<file path="config.mk">
export PLATFORM = sky130hd
export DESIGN_NAME = fk_prep
export DESIGN_NICKNAME = d
export VERILOG_FILES = /design/src/rtl/fk_pkg.sv /design/src/rtl/fk_prep.sv
export SDC_FILE = /design/constraint.sdc
export NUM_CORES = 2
export LEC_CHECK = 0
export BUFFER_PORTS_ARGS = -buffer_cell sky130_fd_sc_hd__buf_2
export CORE_AREA = 2 2 336 338
export DETAILED_ROUTE_END_ITERATION = 16
export DIE_AREA = 0 0 338 340
export PLACE_DENSITY_LB_ADDON = 0.12
export SLEW_MARGIN = 20
export SYNTH_ARGS = -nofsm -noshare
export SYNTH_HDL_FRONTEND = slang
export SYNTH_SLANG_ARGS = --single-unit
</file>
<file path="constraint.sdc">
create_clock -name i_clk -period 4.57 [get_ports i_clk]
set_clock_uncertainty 0.2 [all_clocks]
set_input_delay 0.2285 -clock i_clk [delete_from_list [all_inputs] [get_ports i_clk]]
set_output_delay 0.2285 -clock i_clk [all_outputs]
set_load 0.02 [all_outputs]
</file>
<file path="src/rtl/fk_pkg.sv">
`default_nettype none
package fk_pkg;

    localparam int CORDIC_STAGES = 30;
    localparam int NLANE = 6;
    localparam int SHW = $clog2(CORDIC_STAGES);
    localparam int WW = 36;
    localparam int AW = 39;

    typedef logic signed [WW-1:0] t_w;
    typedef logic signed [AW-1:0] t_ang;
    typedef logic signed [31:0] t_q;

    localparam t_ang PI_Q32      = 39'sd13493037705;
    localparam t_ang TWO_PI_Q32  = 39'sd26986075409;
    localparam t_ang HALF_PI_Q32 = 39'sd6746518852;
    localparam t_ang PI3_Q32     = PI_Q32 + TWO_PI_Q32;
    localparam t_ang PI5_Q32     = PI_Q32 + 39'sd2 * TWO_PI_Q32;
    localparam t_ang TWO_PI2_Q32 = 39'sd2 * TWO_PI_Q32;
    localparam t_ang TWO_PI3_Q32 = 39'sd3 * TWO_PI_Q32;
    localparam t_w QUARTER_PI_Q32 = 36'sd3373259426;
    localparam t_w GAIN_Q32       = 36'sd2608131496;
    localparam t_w ONE_Q30        = 36'sd1073741824;

    // lane order of the sine/cosine chain
    localparam int LN_1  = 0;
    localparam int LN_2  = 1;
    localparam int LN_23 = 2;
    localparam int LN_4  = 3;
    localparam int LN_5  = 4;
    localparam int LN_6  = 5;

    localparam logic [1:0] ROW_X = 2'd0;
    localparam logic [1:0] ROW_Y = 2'd1;
    localparam logic [1:0] ROW_Z = 2'd2;

    localparam logic [1:0] CFG_SHOULDER = 2'd0;
    localparam logic [1:0] CFG_UPPER    = 2'd1;
    localparam logic [1:0] CFG_FOREARM  = 2'd2;
    localparam logic [1:0] CFG_TOOL     = 2'd3;

    typedef struct packed {
        t_w   x;
        t_w   y;
        t_w   z;
        logic neg;
    } t_lane;

    typedef t_lane [NLANE-1:0] t_lanes;

    typedef struct packed {
        logic vld;
        logic elbow_dn;
        logic wrist_flip;
    } t_meta;

    typedef struct packed {
        t_q c0;
        t_q c1;
        t_q c2;
        t_q pos;
    } t_row;

    typedef t_row [2:0] t_rows;

    // unsigned quotient by shift and subtract; elaboration only
    function automatic longint udiv_c(input longint n, input longint d);
        longint q;
        longint r;
        q = 0;
        r = 0;
        for (int b = 62; b >= 0; b--) begin
            r = (r <<< 1) | ((n >>> b) & 64'sd1);
            q = q <<< 1;
            if (r >= d) begin
                r = r - d;
                q = q | 64'sd1;
            end
        end
        return q;
    endfunction

    // arctan(2^-i) in Q.32 from its power series in Q.60; elaboration only
    function automatic t_w atan_q32(input int i);
        longint sum;
        longint t;
        sum = 0;
        if (i == 0) begin
            return QUARTER_PI_Q32;
        end
        for (int k = 0; (2 * k + 1) * i <= 60; k++) begin
            t = udiv_c(longint'(64'd1 << (60 - (2 * k + 1) * i)), longint'(2 * k + 1));
            sum = ((k & 1) == 1) ? sum - t : sum + t;
        end
        return t_w'((sum + (64'sd1 <<< 27)) >>> 28);
    endfunction

    // product rescaled by 2^-30, round half up
    function automatic t_w mulq(input t_w a, input t_w b);
        logic signed [2*WW-1:0] p;
        p = a * b;
        p = p + (72'sd1 <<< 29);
        return t_w'(p >>> 30);
    endfunction

    function automatic t_q sat32(input t_w v);
        if (v > t_w'(32'sh7fffffff)) begin
            return 32'sh7fffffff;
        end else if (v < -t_w'(36'sh080000000)) begin
            return 32'sh80000000;
        end
        return t_q'(v);
    endfunction

    // CORDIC Q.32 result to Q1.30, clamped to [-1, 1], quadrant sign applied
    function automatic t_q round_cs(input t_w v, input logic neg);
        t_w r;
        r = (v + 36'sd2) >>> 2;
        if (r > ONE_Q30) begin
            r = ONE_Q30;
        end else if (r < -ONE_Q30) begin
            r = -ONE_Q30;
        end
        if (neg) begin
            r = -r;
        end
        return t_q'(r);
    endfunction

endpackage
`default_nettype wire

</file>
<file path="src/rtl/fk_prep.sv">
`default_nettype none
module fk_prep (
    input  wire                 i_clk,
    input  wire                 i_rst_n,
    input  wire                 i_vld,
    input  fk_pkg::t_q          i_j1,
    input  fk_pkg::t_q          i_j2,
    input  fk_pkg::t_q          i_j3,
    input  fk_pkg::t_q          i_j4,
    input  fk_pkg::t_q          i_j5,
    input  fk_pkg::t_q          i_j6,
    output fk_pkg::t_meta       o_meta,
    output fk_pkg::t_lanes      o_lanes
);

    fk_pkg::t_ang  w_a   [fk_pkg::NLANE];
    fk_pkg::t_ang  n_red [fk_pkg::NLANE];
    fk_pkg::t_ang  r_red [fk_pkg::NLANE];
    fk_pkg::t_meta r_meta_a;
    fk_pkg::t_meta r_meta;
    fk_pkg::t_lanes r_lanes;
    fk_pkg::t_lanes n_lanes;

    // angles to Q.32
    assign w_a[fk_pkg::LN_1]  = fk_pkg::t_ang'(i_j1) <<< 4;
    assign w_a[fk_pkg::LN_2]  = fk_pkg::t_ang'(i_j2) <<< 4;
    assign w_a[fk_pkg::LN_23] = (fk_pkg::t_ang'(i_j2) + fk_pkg::t_ang'(i_j3)) <<< 4;
    assign w_a[fk_pkg::LN_4]  = fk_pkg::t_ang'(i_j4) <<< 4;
    assign w_a[fk_pkg::LN_5]  = fk_pkg::t_ang'(i_j5) <<< 4;
    assign w_a[fk_pkg::LN_6]  = fk_pkg::t_ang'(i_j6) <<< 4;

    // bring into [-pi, pi]: at most three turns off
    always_comb begin
        for (int k = 0; k < fk_pkg::NLANE; k++) begin
            if (w_a[k] > fk_pkg::PI5_Q32) begin
                n_red[k] = w_a[k] - fk_pkg::TWO_PI3_Q32;
            end else if (w_a[k] > fk_pkg::PI3_Q32) begin
                n_red[k] = w_a[k] - fk_pkg::TWO_PI2_Q32;
            end else if (w_a[k] > fk_pkg::PI_Q32) begin
                n_red[k] = w_a[k] - fk_pkg::TWO_PI_Q32;
            end else if (w_a[k] < -fk_pkg::PI5_Q32) begin
                n_red[k] = w_a[k] + fk_pkg::TWO_PI3_Q32;
            end else if (w_a[k] < -fk_pkg::PI3_Q32) begin
                n_red[k] = w_a[k] + fk_pkg::TWO_PI2_Q32;
            end else if (w_a[k] < -fk_pkg::PI_Q32) begin
                n_red[k] = w_a[k] + fk_pkg::TWO_PI_Q32;
            end else begin
                n_red[k] = w_a[k];
            end
        end
    end

    // fold into [-pi/2, pi/2], load CORDIC start vector
    always_comb begin
        for (int k = 0; k < fk_pkg::NLANE; k++) begin
            n_lanes[k].x = fk_pkg::GAIN_Q32;
            n_lanes[k].y = '0;
            if (r_red[k] > fk_pkg::HALF_PI_Q32) begin
                n_lanes[k].z   = fk_pkg::t_w'(r_red[k] - fk_pkg::PI_Q32);
                n_lanes[k].neg = 1'b1;
            end else if (r_red[k] < -fk_pkg::HALF_PI_Q32) begin
                n_lanes[k].z   = fk_pkg::t_w'(r_red[k] + fk_pkg::PI_Q32);
                n_lanes[k].neg = 1'b1;
            end else begin
                n_lanes[k].z   = fk_pkg::t_w'(r_red[k]);
                n_lanes[k].neg = 1'b0;
            end
        end
    end

    always_ff @(posedge i_clk) begin
        if (!i_rst_n) begin
            r_meta_a <= '0;
            r_meta   <= '0;
        end else begin
            r_meta_a <= '{vld: i_vld, elbow_dn: i_j3[31], wrist_flip: i_j5[31]};
            r_meta   <= r_meta_a;
        end
    end

    always_ff @(posedge i_clk) begin
        for (int k = 0; k < fk_pkg::NLANE; k++) begin
            r_red[k] <= n_red[k];
        end
        r_lanes <= n_lanes;
    end

    assign o_meta  = r_meta;
    assign o_lanes = r_lanes;

endmodule
`default_nettype wire

</file>
=== Word-level counts from Yosys, hierarchy flattened ===
Memories as Yosys holds them, arrays and structs flattened.
Index checks and enable logic that the tools add are counted.

* Latch bits: 0
* Output and inout port bits: 657
* Memory bits (writable): 234
* Register bits after elaboration: 228
* Logic and storage cells: 164
* Bits in read-only memories: 0
* Memories: 1

* $lt $le $gt $ge: 48
* $mul: 0
* Equality and inequality tests: 0
* Reduce and logical (&&, ||, !) cells: 0
* Shift operators: 0
* Divide/modulo/power cells: 0
* Add/sub/neg operators: 49
* Bitwise operators: 0
* Mux-type cells: 48

{| class="wikitable"
|+ Memory list
! memory !! depth !! width !! rd ports !! clocked after memory_dff !! write ports !! line !! text
|-
| r_red || 6 || 39 || 6 || 0 || 6 || fk_prep.sv:18 || <nowiki>fk_pkg::t_ang r_red [fk_pkg::NLANE];</nowiki>
|}

{| class="wikitable"
|+ Operators with widths
! operator !! number
|-
| 2-to-1 mux 39 bit || 36
|-
| 2-to-1 mux 37 bit || 12
|-
| greater-than comparator 36 x 37 -> 1 bit (second input constant) || 10
|-
| < comparator 36 x 37 -> 1 bit (second input constant) || 10
|-
| greater-than comparator 39 x 34 -> 1 bit (second input constant) || 6
|-
| < comparator 39 x 34 -> 1 bit (second input constant) || 6
|-
| adder 36 x 35 -> 36 bit (second input constant) || 6
|-
| subtractor 36 x 35 -> 36 bit (second input constant) || 6
|-
| adder 36 x 38 -> 39 bit (second input constant) || 5
|-
| subtractor 36 x 38 -> 39 bit (second input constant) || 5
|-
| adder 36 x 37 -> 38 bit (second input constant) || 5
|-
| subtractor 36 x 37 -> 38 bit (second input constant) || 5
|-
| adder 36 x 36 -> 37 bit (second input constant) || 5
|-
| subtractor 36 x 36 -> 37 bit (second input constant) || 5
|-
| greater-than comparator 36 x 35 -> 1 bit (second input constant) || 5
|-
| < comparator 36 x 35 -> 1 bit (second input constant) || 5
|-
| greater-than comparator 37 bit (second input constant) || 2
|-
| < comparator 37 bit (second input constant) || 2
|-
| adder 37 x 38 -> 39 bit (second input constant) || 1
|-
| subtractor 37 x 38 -> 39 bit (second input constant) || 1
|-
| adder 37 x 36 -> 38 bit (second input constant) || 1
|-
| adder 37 x 37 -> 38 bit (second input constant) || 1
|-
| subtractor 37 x 36 -> 38 bit (second input constant) || 1
|-
| subtractor 37 x 37 -> 38 bit (second input constant) || 1
|-
| 3 further kinds || 3
|}

=== Depth between registers and ports, before layout ===
* Depth in word-level cells: 8
* Depth in mapped cells: 20
* Depth with buffers taken out: 18

=== Worst setup path before layout ===
Ideal clock, no wire load.

* Kind: input-to-reg
* From: input i_j2[0]
* To: memory r_red[2][7] (netlist name)
* Arrival time: 3.820 ns
* Setup time: 0.122 ns
* Stages on the path: 16
* Path buffers: 0
* Required time: 4.248 ns
* Slack: 0.428 ns
* Path through: ha_1 -> inv_1 -> fa_1 -> nand2b_1 -> a21bo_2 -> a31o_2 -> o311ai_2 -> o21ai_1 -> a41oi_1 -> nand3_1 -> nor4_2 -> o21a_1 -> nor2_4 -> a311oi_1 -> mux2i_1 -> a221o_1

{| class="wikitable"
|+ RTL lines
! item !! line !! text
|-
| start: declaration || fk_prep.sv:7 || <nowiki>input fk_pkg::t_q i_j2,</nowiki>
|-
| end: declaration || fk_prep.sv:18 ||
|}

==> results.sh <==
export IMPL_die_w_um=338
export IMPL_synth_seq_cells=451
export IMPL_synth_area_top_cells="dfxtp_1, buf_4, xnor2_1"
export IMPL_ys_flop_type="dfxtp_1"
export IMPL_synth_cells=4533
export IMPL_grt_pass1_vias=32472
export IMPL_power_density_mw_per_mm2=447.7
export IMPL_synth_adder_area_share=0.04461
export IMPL_gr_total_overflow=0
export IMPL_relSlewSlack=0.5117
export IMPL_firstDrtPassIters=5
export IMPL_ys_seq_area_frac=0.2584
export IMPL_dp_cells=6520
export IMPL_drtAntennaViolNets=0
export IMPL_die_area_mm2=0.1149
export IMPL_yosys_area_top_type_share=0.2584
export IMPL_numCtsBuffers=56
export IMPL_num_vias=34474
export IMPL_period_needed_ps=4414
export IMPL_crit_path_max_incr_delay_ps=530
export IMPL_wire_per_inst_um=17.70
export IMPL_wl_mm=122.4
export IMPL_viasPerCell=4.986
export IMPL_endpoint_kind="flop"
export IMPL_post_synth_top_count_cell="dfxtp_1"
export IMPL_grt_pass1_wl_mm=188.0
export IMPL_synth_largest_area_cell="dfxtp_1"
export IMPL_required_ps=4920
export IMPL_core_mm2=0.1116
export IMPL_synth_xor_area_frac=0.09542
export IMPL_clk_pin_slew_ps=50
export IMPL_grt_usage=0.2039
export IMPL_ir_worst_vdd_v=0.0003206
export IMPL_drt_iter0_drc=2189
export IMPL_synth_compound_area_frac=0.2820
export IMPL_maxSlewViolCount=0
export IMPL_worst_pin_slew_ps=732.5
export IMPL_cts_tree="built"
export IMPL_start_util=0.3132
export IMPL_yosysUniqueCellTypes=117
export IMPL_worstSetupPathType="input port to flop"
export IMPL_routabilityCongestion=0.9332
export IMPL_r2r_slack_ps=510
export IMPL_synth_edf_count=0
export IMPL_place_hpwl_mm=98.21
export IMPL_grt_max_degree=31
export IMPL_p_leak_nw=19.06
export IMPL_antenna_found_initial=8
export IMPL_yosys_area_share_simple=0.1727
export IMPL_maxCapViolCount=0
export IMPL_whs_ps=67.12
export IMPL_synth_top_family_by_area="compound AO/OA/AOI/OAI gates"
export IMPL_numPortBuffers=419
export IMPL_yosys_warnings=0
export IMPL_cts_path_max_buffers=3
export IMPL_async_flop_share=0
export IMPL_synth_area_mm2=0.03495
export IMPL_post_route_drc_count=0
export IMPL_path_delay_family="compound AO/OA/AOI/OAI gates"
export IMPL_area_growth_pct=26.09
export IMPL_crit_top_cell="buf_4"
export IMPL_clock_root_buffer="clkbuf_16"
export IMPL_path_cells="dlygate4sd3_1 -> buf_2 -> ha_1 -> o211ai_1 -> buf_4 -> o21ai_4 -> a21oi_2 -> buf_4 -> o211a_1 -> or3_4 -> and3_1 -> buf_4 -> nor3_4 -> o311a_1 -> nor3_2 -> buf_4 -> and2_4 -> a22o_1 -> o311a_1 -> a41oi_1"
export IMPL_io_pins=852
export IMPL_nets=5679
export IMPL_worst_path_buf_inv=6
export IMPL_die_h_um=340
export IMPL_power_w=0.01973
export IMPL_avgSynthCellArea_um2=7.709
export IMPL_synth_area_mux_share=0.005764
export IMPL_arrival_ps=4770
export IMPL_rows=123
export IMPL_finalSetupViolations=0
export IMPL_num_fill_cells=11717
export IMPL_slowest_stage="dlygate4sd3_1"
export IMPL_drive_above_1_share=0.1940
export IMPL_design_area_mm2=0.04406
export IMPL_place_area_mm2=0.03911
export IMPL_fin_tns_setup_ps=0
export IMPL_hold_viol=0
export IMPL_stdcell_count=6914
export IMPL_htree_levels=2
export IMPL_status="completed"
export IMPL_critPathLaunchType="input port"
export IMPL_fmax_mhz=226.6
export IMPL_netlist_top_cells_count="dfxtp_1, buf_4, nand2_1"
export IMPL_post_route_period_util=0.9658
export IMPL_hp_class="input port to flop"
export IMPL_crit_fanout=10
export IMPL_clock_sinks=451
export IMPL_clk_latency_ps=660
routing by layer:
| layer | GRT usage | vias up | wire length [µm] |
|---|---|---|---|
| met5 | 0 | - | 0 |
| met4 | 0.06796 | 0 | 3983 |
| met3 | 0.02473 | 179 | 5582 |
| met2 | 0.3530 | 998 | 59850 |
| met1 | 0.2602 | 16283 | 52940 |
| li1 | - | 17014 | - |
sequential cells by signal, summed over array words and instances (netlist names):
name / cells
o_lanes: 222
r_meta_a: 3
o_meta: 3
r_red: 223
logic make-up after synthesis:
| logic type | count (synthesis) |
|---|---|
| DFF | 451 |
| muxes | 20 |
| AOI/OAI and AO/OA | 1443 |
| xor gates and xnor gates | 379 |
| buffers and inverters | 859 |
| other | 2 |
| and+or+nand+nor | 1255 |
| adders and majority gates | 124 |
area by class of cell:
cell class                      count  area, µm²  share of cell area
Tap cell                         1500       1877             0.04259
Timing Repair Buffer             1090       7966              0.1808
Inverter                          108      405.4            0.009200
Multi-Input combinational cell   3653      22710              0.5154
Sequential cell                   451       9029              0.2049
Clock buffer                       74       1569             0.03561
Antenna cell                        7      17.52           0.0003975
Clock inverter                     31      489.2             0.01110
placed cells by master, fill, tap and decap left out, types with 75 or more instances in the layout:
| cell type | instances |
|---|---|
| ha_1 | 123 |
| buf_2 | 419 |
| a21oi_1 | 293 |
| xnor2_1 | 233 |
| dfxtp_1 | 451 |
| nor3_1 | 101 |
| nor2_1 | 341 |
| nand3_1 | 86 |
| dlygate4sd3_1 | 276 |
| conb_1 | 432 |
| a31oi_1 | 100 |
| nand2_1 | 364 |
| buf_4 | 383 |
| a21o_1 | 75 |
| o21ai_0 | 260 |
| xor2_1 | 143 |
| inv_1 | 103 |
what timing repair did:
| action | 4_1_cts | 5_1_grt |
|---|---|---|
| setup buffers | 0 | 6 |
| gates resized for setup | 0 | 20 |
| hold buffers | 276 | 0 |
| endpoints found under the setup margin | 0 | 41 |
| endpoints found under the hold margin | 185 | 0 |
per-stage QoR:
step | worst slack [ps] | util
global placement | -250.7 | 0.3505
global route | -19.98 | 0.3949
floorplan | 428.1 | -
CTS | 8.977 | 0.3937
detailed placement | -237.2 | 0.3505
finish | 156.1 | 0.3949
worst min-delay path, cell delays in order:
cell	delay (ps)
buf_2	90
ha_1	200
inv_1	150
xnor2_1	170
worst paths after layout:
path / start / to / cells past startpoint
worst max register to register: r_red[5][3] / o_lanes[559] / 14
worst min-delay path: i_j2[0] / r_red[2][4] / 4
worst min register to register: r_meta_a[1] / o_meta[1] / 1
worst max-delay path: i_j2[3] / r_red[2][18] / 20
report_power, final:
| part | switching [W] | total (W) | internal, W |
|---|---|---|---|
| clock network | 0.00187 | 0.00487 | 0.00300 |
| registers | 0.00101 | 0.00604 | 0.00503 |
| logic | 0.00526 | 0.00881 | 0.00356 |
| total | 0.00813 | 0.0197 | 0.0116 |
Note: power is estimated with default switching activity, not from simulation.
